[src/rtl/assert_macros.svh]
// ----------------------------------------------------------------------------
// Assertion macros
// Shared concurrent assertion wrappers, sampled on clock, off during reset.
// ----------------------------------------------------------------------------
`ifndef ASSERT_MACROS_SVH
`define ASSERT_MACROS_SVH

// expr holds at every edge
`define ASSERT_ALWAYS(lbl, expr, msg) \
   lbl: assert property (@(posedge clock) disable iff (reset) (expr)) \
      else $error(msg);

// ante implies cons in the same cycle
`define ASSERT_IMPLY(lbl, ante, cons, msg) \
   lbl: assert property (@(posedge clock) disable iff (reset) (ante) |-> (cons)) \
      else $error(msg);

// ante implies cons in the next cycle
`define ASSERT_NEXT(lbl, ante, cons, msg) \
   lbl: assert property (@(posedge clock) disable iff (reset) (ante) |=> (cons)) \
      else $error(msg);

`endif

[src/rtl/lkvc_pkg.sv]
// ----------------------------------------------------------------------------
// lkvc_pkg
// Sizes, request codes and word types for the LRU key/value cache.
// ----------------------------------------------------------------------------
package lkvc_pkg;

   localparam int ENTRIES   = 16;
   localparam int KEY_BITS  = 32;
   localparam int DATA_BITS = 32;
   localparam int CAP_BITS  = 5;
   localparam int AGE_BITS  = $clog2(ENTRIES);
   localparam int CNT_BITS  = $clog2(ENTRIES + 1);
   localparam int CMP_BITS  = (CAP_BITS > CNT_BITS) ? CAP_BITS : CNT_BITS;

   localparam logic [CAP_BITS-1:0] CAP_RESET = 5'd16;

   typedef enum logic [1:0] {
      REQ_LOOKUP = 2'd0,
      REQ_ADD    = 2'd1,
      REQ_REMOVE = 2'd2
   } req_kind_type;

   typedef struct packed {
      req_kind_type         kind;
      logic [KEY_BITS-1:0]  key;
      logic [DATA_BITS-1:0] data;
   } req_word_type;

   typedef struct packed {
      logic                 hit;
      logic [DATA_BITS-1:0] read_data;
      logic                 evicted;
   } rsp_word_type;

   typedef struct packed {
      logic [ENTRIES-1:0]  valid_vec;
      logic [CNT_BITS-1:0] occupancy;
   } store_status_type;

endpackage

[src/rtl/lkvc_store.sv]
// ----------------------------------------------------------------------------
// lkvc_store
// Entry file with parallel key match, LRU age update, evict and insert.
// ----------------------------------------------------------------------------
module lkvc_store import lkvc_pkg::*; (
   input  logic                  clock,
   input  logic                  reset,
   input  logic                  fire,
   input  req_word_type          req,
   input  logic [CAP_BITS-1:0]   capacity_limit,
   output rsp_word_type          rsp,
   output store_status_type      status
);

   logic [ENTRIES-1:0]   valid_ff, valid_in;
   logic [AGE_BITS-1:0]  age_ff [ENTRIES];
   logic [AGE_BITS-1:0]  age_in [ENTRIES];
   logic [KEY_BITS-1:0]  key_ff [ENTRIES];
   logic [DATA_BITS-1:0] data_ff [ENTRIES];
   logic [CNT_BITS-1:0]  occ_ff, occ_in;

   logic [ENTRIES-1:0]   match, evict_oh, valid_kept, free_vec, ins_oh;
   logic                 hit;
   logic [AGE_BITS-1:0]  hit_age;
   logic [DATA_BITS-1:0] hit_data;
   logic [CMP_BITS-1:0]  cap_ext, cap_eff;
   logic [CNT_BITS-1:0]  occ_m1;
   logic                 full, need_evict;
   logic                 do_lookup, do_add_hit, do_add_new, do_remove;

   // keys are unique among valid entries, so at most one match
   always_comb begin
      hit_age  = '0;
      hit_data = '0;
      for (int i = 0; i < ENTRIES; i++) begin
         match[i] = valid_ff[i] && (key_ff[i] == req.key);
         if (match[i]) begin
            hit_age  = hit_age | age_ff[i];
            hit_data = hit_data | data_ff[i];
         end
      end
      hit = |match;
   end

   always_comb begin
      do_lookup  = 1'b0;
      do_add_hit = 1'b0;
      do_add_new = 1'b0;
      do_remove  = 1'b0;
      unique case (req.kind)
         REQ_LOOKUP: begin
            do_lookup = hit;
         end
         REQ_ADD: begin
            do_add_hit = hit;
            do_add_new = !hit;
         end
         REQ_REMOVE: begin
            do_remove = hit;
         end
         default: begin
         end
      endcase
   end

   // capacity clamped to 1..ENTRIES
   always_comb begin
      cap_ext = CMP_BITS'(capacity_limit);
      if (cap_ext == '0) begin
         cap_eff = CMP_BITS'(1);
      end else if (cap_ext > CMP_BITS'(ENTRIES)) begin
         cap_eff = CMP_BITS'(ENTRIES);
      end else begin
         cap_eff = cap_ext;
      end
      full       = CMP_BITS'(occ_ff) >= cap_eff;
      need_evict = do_add_new && full;
   end

   // oldest valid entry carries age occupancy-1
   always_comb begin
      occ_m1 = occ_ff - CNT_BITS'(1);
      for (int i = 0; i < ENTRIES; i++) begin
         evict_oh[i] = need_evict && valid_ff[i] && (age_ff[i] == occ_m1[AGE_BITS-1:0]);
      end
      valid_kept = valid_ff & ~evict_oh;
      free_vec   = ~valid_kept;
      ins_oh     = do_add_new ? (free_vec & (~free_vec + ENTRIES'(1))) : '0;
   end

   always_comb begin
      valid_in = valid_ff;
      occ_in   = occ_ff;
      for (int i = 0; i < ENTRIES; i++) begin
         age_in[i] = age_ff[i];
         if (do_lookup || do_add_hit) begin
            if (match[i]) begin
               age_in[i] = '0;
            end else if (valid_ff[i] && (age_ff[i] < hit_age)) begin
               age_in[i] = age_ff[i] + AGE_BITS'(1);
            end
         end else if (do_add_new) begin
            if (ins_oh[i]) begin
               valid_in[i] = 1'b1;
               age_in[i]   = '0;
            end else if (evict_oh[i]) begin
               valid_in[i] = 1'b0;
               age_in[i]   = '0;
            end else if (valid_ff[i]) begin
               age_in[i] = age_ff[i] + AGE_BITS'(1);
            end
         end else if (do_remove) begin
            if (match[i]) begin
               valid_in[i] = 1'b0;
               age_in[i]   = '0;
            end else if (valid_ff[i] && (age_ff[i] > hit_age)) begin
               age_in[i] = age_ff[i] - AGE_BITS'(1);
            end
         end
      end
      if (do_add_new) begin
         occ_in = need_evict ? occ_ff : occ_ff + CNT_BITS'(1);
      end else if (do_remove) begin
         occ_in = occ_ff - CNT_BITS'(1);
      end
   end

   always_ff @(posedge clock) begin
      if (reset) begin
         valid_ff <= '0;
         occ_ff   <= '0;
         for (int i = 0; i < ENTRIES; i++) begin
            age_ff[i] <= '0;
         end
      end else if (fire) begin
         valid_ff <= valid_in;
         occ_ff   <= occ_in;
         for (int i = 0; i < ENTRIES; i++) begin
            age_ff[i] <= age_in[i];
         end
      end
   end

   always_ff @(posedge clock) begin
      if (fire) begin
         for (int i = 0; i < ENTRIES; i++) begin
            if (ins_oh[i]) begin
               key_ff[i]  <= req.key;
               data_ff[i] <= req.data;
            end else if (do_add_hit && match[i]) begin
               data_ff[i] <= req.data;
            end
         end
      end
   end

   assign rsp.hit       = do_lookup || do_add_hit || do_remove;
   assign rsp.read_data = do_lookup ? hit_data : '0;
   assign rsp.evicted   = need_evict;

   assign status.valid_vec = valid_ff;
   assign status.occupancy = occ_ff;

endmodule

[src/rtl/lru_key_value_cache_top.sv]
// ----------------------------------------------------------------------------
// lru_key_value_cache_top
// Fully associative key/value cache with least-recently-used replacement.
//
//   channel  dir  handshake                 word
//   req      in   req_valid / req_stall     req_type, req_lookup_key,
//                                           req_write_data
//   rsp      out  rsp_valid / rsp_stall     rsp_hit, rsp_read_data, rsp_evicted
//   csr      in   csr_wr_en                 csr_wr_data (capacity limit)
//
// One request per clock while req_stall is low. A word waits in the input register,
// where the key match, age update and evict/insert over all entries resolve, and is
// captured by the result register once that register is free; rsp_valid rises
// with that capture.
// Reset (synchronous) empties the cache and sets the capacity limit to 16.
// rsp_stall holds the result register; req_stall rises only when the input
// register is full and the result register is held by rsp_stall.
// ----------------------------------------------------------------------------
`include "assert_macros.svh"

module lru_key_value_cache_top import lkvc_pkg::*; (
   input  logic                 clock,
   input  logic                 reset,

   input  logic                 req_valid,
   output logic                 req_stall,
   input  logic [1:0]           req_type,
   input  logic [KEY_BITS-1:0]  req_lookup_key,
   input  logic [DATA_BITS-1:0] req_write_data,

   output logic                 rsp_valid,
   input  logic                 rsp_stall,
   output logic                 rsp_hit,
   output logic [DATA_BITS-1:0] rsp_read_data,
   output logic                 rsp_evicted,

   input  logic                 csr_wr_en,
   input  logic [CAP_BITS-1:0]  csr_wr_data
);

   logic                s1_valid_ff, s1_valid_in;
   req_word_type        s1_req_ff;
   logic                rsp_valid_ff, rsp_valid_in;
   rsp_word_type        rsp_word_ff;
   rsp_word_type        store_rsp;
   store_status_type    store_status;
   logic [CAP_BITS-1:0] cap_ff;

   logic out_free, advance, req_accept;

   assign out_free   = !rsp_valid_ff || !rsp_stall;
   assign advance    = s1_valid_ff && out_free;
   assign req_stall  = s1_valid_ff && !out_free;
   assign req_accept = req_valid && !req_stall;

   always_comb begin
      s1_valid_in = s1_valid_ff;
      if (req_accept) begin
         s1_valid_in = 1'b1;
      end else if (advance) begin
         s1_valid_in = 1'b0;
      end
   end

   always_comb begin
      rsp_valid_in = rsp_valid_ff;
      if (advance) begin
         rsp_valid_in = 1'b1;
      end else if (rsp_valid_ff && !rsp_stall) begin
         rsp_valid_in = 1'b0;
      end
   end

   always_ff @(posedge clock) begin
      if (reset) begin
         s1_valid_ff  <= 1'b0;
         rsp_valid_ff <= 1'b0;
         cap_ff       <= CAP_RESET;
      end else begin
         s1_valid_ff  <= s1_valid_in;
         rsp_valid_ff <= rsp_valid_in;
         if (csr_wr_en) begin
            cap_ff <= csr_wr_data;
         end
      end
   end

   always_ff @(posedge clock) begin
      if (req_accept) begin
         s1_req_ff.kind <= req_kind_type'(req_type);
         s1_req_ff.key  <= req_lookup_key;
         s1_req_ff.data <= req_write_data;
      end
      if (advance) begin
         rsp_word_ff <= store_rsp;
      end
   end

   lkvc_store u_store (
      .clock          (clock),
      .reset          (reset),
      .fire           (advance),
      .req            (s1_req_ff),
      .capacity_limit (cap_ff),
      .rsp            (store_rsp),
      .status         (store_status)
   );

   assign rsp_valid     = rsp_valid_ff;
   assign rsp_hit       = rsp_word_ff.hit;
   assign rsp_read_data = rsp_word_ff.read_data;
   assign rsp_evicted   = rsp_word_ff.evicted;

   `ASSERT_ALWAYS(a_occ_matches_valid, $countones(store_status.valid_vec) == int'(store_status.occupancy), "occupancy out of step with valid entries")
   `ASSERT_ALWAYS(a_occ_bound, store_status.occupancy <= CNT_BITS'(ENTRIES), "occupancy above entry count")
   `ASSERT_NEXT(a_stage_held, s1_valid_ff && !advance, s1_valid_ff, "waiting request dropped")
   `ASSERT_IMPLY(a_evict_only_on_miss, rsp_valid_ff, !(rsp_hit && rsp_evicted), "eviction on a hit")

endmodule
[config.mk]
export PLATFORM = sky130hd
export DESIGN_NAME = lru_key_value_cache_top
export DESIGN_NICKNAME = d
export VERILOG_FILES = /design/src/rtl/lkvc_pkg.sv /design/src/rtl/lkvc_store.sv /design/src/rtl/lru_key_value_cache_top.sv
export VERILOG_INCLUDE_DIRS = /design/src /design/src/rtl
export SDC_FILE = /design/constraint.sdc
export NUM_CORES = 2
export LEC_CHECK = 0
export BUFFER_PORTS_ARGS = -buffer_cell sky130_fd_sc_hd__buf_2
export CORE_ASPECT_RATIO = 0.5
export CORE_UTILIZATION = 47
export CTS_BUF_LIST = sky130_fd_sc_hd__clkbuf_8
export DETAILED_ROUTE_END_ITERATION = 7
export GPL_ROUTABILITY_DRIVEN = 0
export GPL_TIMING_DRIVEN = 0
export HOLD_SLACK_MARGIN = 0.06
export PLACE_DENSITY = 0.67
export RECOVER_POWER = 50
export SYNTH_ARGS = -nofsm -noshare
export SYNTH_HDL_FRONTEND = slang
export SYNTH_HIERARCHICAL = 1
export SYNTH_SLANG_ARGS = --single-unit
[constraint.sdc]
create_clock -name clock -period 19.9 [get_ports clock]
set_input_delay 3.98 -clock clock [delete_from_list [all_inputs] [get_ports clock]]
set_output_delay 3.98 -clock clock [all_outputs]
set_load 0.01 [all_outputs]
# --- After elaboration in Yosys (flattened, before gate mapping) ---
# Memory sizes are Yosys's and may differ from the RTL's.
# Index checks and enable logic that the tools add are counted.
classes:
  n_addsub: 35
  n_lt_le_gt_ge: 34
  eq_ne: 51
  n_mux: 480
  n_bitwise: 68
  n_reduce_logical: 163
ops:
  columns: ["op", "count"]
  rows:
  - ["$mux W32", 47]
  - ["$mux W4", 207]
  - ["$eq A32 B32 Y1", 16]
  - ["$or A32 B32 Y32", 15]
  - ["$reduce_or A32 Y1", 15]
  - ["$mux W1", 220]
  - ["$logic_and A1 B1 Y1", 101]
  - ["$reduce_and A5 Y1", 16]
  - ["$add A4 B1 Y4 const B", 16]
  - ["$eq A4 B4 Y1", 16]
  - ["$gt A4 B4 Y1", 16]
  - ["$lt A4 B4 Y1", 16]
  - ["$sub A4 B1 Y4 const B", 16]
  - ["$or A4 B4 Y4", 15]
  - ["$ne A3 B1 Y1 const B", 16]
  - ["$not A16 Y16", 3]
  - ["$reduce_bool A2 Y1", 19]
  - ["$and A16 B16 Y16", 2]
  - ["$or A1 B1 Y1", 32]
  - ["$mux W5", 5]
  - ["$add A16 B1 Y16 const B", 1]
  - ["$mux W16", 1]
  - ["$reduce_or A16 Y1", 1]
  - ["$add A5 B1 Y5 const B", 1]
  - ["12 further kinds", 18]
word_totals:
  regBits: 128
  ramBits: 1088
  input_bits: 76
  out_inout_bits: 36
  mem_count: 3
mem_list:
  columns: ["name", "words", "word_bits", "read_ports", "rd_clocked_by_memory_dff", "write_ports", "line_no", "rtl"]
  rows:
  - ["u_store.data_ff", 16, 32, 16, 0, 16, "lkvc_store.sv:19", "logic [DATA_BITS-1:0] data_ff [ENTRIES];"]
  - ["u_store.key_ff", 16, 32, 16, 0, 1, "lkvc_store.sv:18", "logic [KEY_BITS-1:0] key_ff [ENTRIES];"]
  - ["u_store.age_ff", 16, 4, 16, 0, 16, "lkvc_store.sv:16", "logic [AGE_BITS-1:0] age_ff [ENTRIES];"]

# --- Longest topological paths before layout ---
depth:
  depth_word: 41
  ltp_mapped: 21

# --- Cells and area by module ---
# Netlist, hierarchy kept.
modules_own_cells:
  columns: ["mod", "n_inst", "cells_per_inst", "area_per_inst_um2", "seq_area_each_um2"]
  rows:
  - ["lkvc_store", 1, 3785, 51690.8, 33091.7]
  - ["lru_key_value_cache_top", 1, 126, 3261.9, 3143.0]

# --- Worst setup path after synthesis ---
# Ideal clock, no wire load.
synth_timing:
  path_type: "input to register"
  from: "in rsp_stall"
  to: "mem u_store.data_ff[3][4] (netlist: u_store/data_ff[0][100]), enable pin"
  setup_ns: 0.388
  arrival_ns: 10.536
  required_ns: 19.512
  setup_slack_ns: 8.976
  cell_stages: 5
  n_path_buf: 1
  path_cell_list: "a21boi_0 buf_1 nand2_1 nor3b_1 a21o_1"
synth_rtl:
  columns: ["element", "line_no", "rtl"]
  rows:
  - ["start: declaration", "lru_key_value_cache_top.sv:32", "input logic rsp_stall,"]
  - ["end: declaration", "lkvc_store.sv:19", null]

==> flow_metrics.tcl <==
set metrics [dict create \
    drt_iter0_drc 6666 \
    detail-route-antenna-nets 0 \
    die_area_mm2 0.118 \
    area_growth_pct 11.7 \
    synth_top_family_by_area "simple AND/OR/NAND/NOR gates" \
    cts.path.max_buffers 3 \
    fin_area_mm2 0.0614 \
    antenna_found_initial 11 \
    cts-root-buf "clkbuf_8" \
    status "finished, violations left" \
    yosysSeqAreaShare_pct 65.9 \
    portBuffers 110 \
    postPlaceCellArea_mm2 0.0583 \
    vias 39900 \
    finalCritPeriodShare_pct 53.2 \
    rows 88 \
    core-area_mm2 0.116 \
    pwr_density_cell_mw_per_mm2 83.9 \
    path_class "flip-flop to flip-flop" \
    drc 0 \
    dr.pass1.iters 8 \
    synth_top_area_share_pct 64.9 \
    die_h_um 244 \
    syn_inst 3911 \
    fin_nets 4417 \
    crit_chain "buf_4, clkbuf_1, xnor2_1, nand4_1, or4_1, nor3_2, buf_2, buf_1, clkbuf_1, a221oi_1, nand4_1, buf_8, ha_1, nor2b_1, o21ai_0, nand2b_1, nand2_1, a21boi_0, a211o_1, a311oi_1" \
    die_w_um 486 \
    routed_via_density 6.76 \
    cp_slowest_stage_delay_ns 1.30 \
    ys_ff_latch 1216 \
    cp-end-kind "flip-flop" \
    synthSimpleGateAreaFrac_pct 9.80 \
    critPathArrivalTime_ns 11.12 \
    wl_per_cell_um 33.2 \
    cp-start-kind "flip-flop" \
    finalCriticalPeriod_ns 10.60 \
    cts_tree "yes" \
    setup_viol 0 \
    clock.fmax_mhz 94.4 \
    synth_compound_area_share_pct 9.69 \
    grt_usage_pct 32.6 \
    ys.flop_type "edfxtp_1" \
    violations "max-capacitance violations, max-slew violations" \
    synth_area_leaders "edfxtp_1 65%, xnor2_1 5.2%, xor2_1 3.9%, ha_1 2.3%, a221oi_1 1.8%" \
    grt_overflow 0 \
    p_leak_uw 0.0198 \
    slew_viol_final 122 \
    maxCapViolCount 7 \
    holdBufCountCts 0 \
    synthMuxAreaShare_pct 0.278 \
    synth_common_cells "1188 x edfxtp_1, 329 x xnor2_1, 246 x xor2_1, 142 x nand2_1, 138 x nand4_1" \
    grtUsageMet2_pct 48.4 \
    synth_fa_ha_area_share_pct 2.35 \
    rsz0062_at_grt "false" \
    synthArstFlopShare_pct 0 \
    grt_max_degree 34 \
    hold_violations 0 \
    ir_drop_mv 0.0657 \
    synth_most_common_cell "edfxtp_1" \
    worstPathMaxFanout 17 \
    grt.busiest_layer "met2" \
    synth_edf_count 1188 \
    crit_slowest_cell "edfxtp_1" \
    synth_top_area_cell "edfxtp_1" \
    worstMarginPinSlew_ns 1.92 \
    clock_sinks 1216 \
    min_path_type "flip-flop to flip-flop" \
    synth_fp_nets 4090 \
    slew_headroom_pct -27.9 \
    use_met1_pct 42.5 \
    required_ns 20.42 \
    synth_area_mm2 0.0550 \
    dp_hpwl_mm 123 \
    synth.avg_cell_area_um2 14.1 \
    synth_cell_type_count 94 \
    cts_resized 0 \
    drive_above_1_share_pct 11.3 \
    wl_mm 196 \
    post_cts_buffers 0 \
    grt_pass1_wl_mm 271 \
    fillers 9504 \
    yosys_warnings 6 \
    clk_pin_slew_ns 0.07 \
    yosys.area_share.xor_xnor_pct 9.28 \
    final.setup.tns_ns 0 \
    cts_buffers 172 \
    first_global_vias 37800 \
    clk_latency_ns 0.94 \
    io_pins 112 \
    grtUsageMet3_pct 9.40 \
    initial_core_util_pct 47.5 \
    cts_max_level 4 \
    finClkSkew_ns 0.0580 \
]
==> final timing paths <==
check / start / endpoint / slack, ns / cells past startpoint
worst min-delay path: s1_valid_ff / rsp_valid / 0.53 / 2
worst max register to register: s1_req_ff[34] / u_store/age_ff[1][23] / 9.30 / 20
worst min register to register: s1_valid_ff / rsp_valid / 0.53 / 2
worst max-delay path: s1_req_ff[34] / u_store/age_ff[1][23] / 9.30 / 20
==> per-stage QoR <==
| step | hold slack [ns] | util (%) | std cells | setup WS, ns | total power [µW] |
|---|---|---|---|---|---|
| after floorplan | 0.453 | - | 3911 | 8.98 | 3150 |
| after global placement | 0.463 | 49.7 | 5551 | 2.98 | 3290 |
| after detailed placement | 0.519 | 50.5 | 5593 | 10.54 | 3300 |
| after CTS | 0.532 | 53.2 | 5898 | 10.45 | 5140 |
| after global routing | 0.555 | 53.1 | 5900 | 9.49 | 5280 |
| final | 0.530 | 53.1 | 5900 | 9.30 | 5150 |
==> area by class of cell <==
cell class / instances / area (µm²) / area share [%]
clock buffer: 179 / 2460 / 4.01
tap: 1530 / 1910 / 3.12
clock inverter: 126 / 702 / 1.14
buffer: 228 / 1090 / 1.77
multi-input combinational: 2368 / 17400 / 28.3
antenna: 1 / 2.50 / 0.00408
inverter: 99 / 372 / 0.605
timing repair buffer: 153 / 1200 / 1.96
sequential: 1216 / 36200 / 59.0
==> cells by family after synthesis <==
| group | after synthesis |
|---|---|
| muxes | 15 |
| xor gates and xnor gates | 578 |
| and+or+nand+nor | 961 |
| DFF | 1216 |
| adders and majority gates | 103 |
| buffers and inverters | 327 |
| AOI/OAI and AO/OA | 711 |
==> placed cells by master (no fill, tap or decap), types with 43 or more instances in the layout <==
cell and n:
nand2_1 134, a31oi_1 52, inv_1 146, nand3_1 99
a221oi_1 116, nor2_1 114, nor4_1 110, o21ai_0 77
clkinv_1 43, a22oi_1 80, nand4_1 138, nand2b_1 78
edfxtp_1 1188, xnor2_1 329, and3_1 47, a21oi_1 81
nor3_1 76, buf_2 128, xor2_1 246, a22o_1 106
clkbuf_1 157, ha_1 103, clkbuf_8 179
==> report_power, final <==
group / internal (µW) / leakage, µW / total, µW / switching, µW
combinational: 118 / 0.00703 / 342 / 224
clock: 902 / 0.00178 / 1890 / 983
sequential: 2840 / 0.0110 / 2920 / 78.2
==> state kept, by name, indices dropped and copies added (netlist names) <==
signal and cells:
rsp_evicted 1, s1_req_ff 66, u_store/valid_ff 16, rsp_read_data 32
u_store/data_ff 512, cap_ff 5, u_store/key_ff 512, u_store/occ_ff 5
s1_valid_ff 1, rsp_hit 1, rsp_valid 1, u_store/age_ff 64
==> worst max-delay path, delay by kind of cell (launching register included) <==
| kind | cells | cell delay [ns] |
|---|---|---|
| XOR/XNOR | 1 | 0.24 |
| flip-flops | 1 | 1.30 |
| AND/OR/NAND/NOR | 7 | 2.34 |
| AO/OA/AOI/OAI | 5 | 1.40 |
| buffers and inverters | 6 | 4.70 |
| adder cells (fa/ha/maj) | 1 | 0.17 |
==> per-layer routing <==
| metal | up-vias | wire, µm |
|---|---|---|
| met2 | 3516 | 83500 |
| li1 | 15900 | - |
| met5 | - | 54 |
| met4 | 8 | 12800 |
| met3 | 815 | 29500 |
| met1 | 19600 | 70100 |
(Power assumes the default switching activity.)
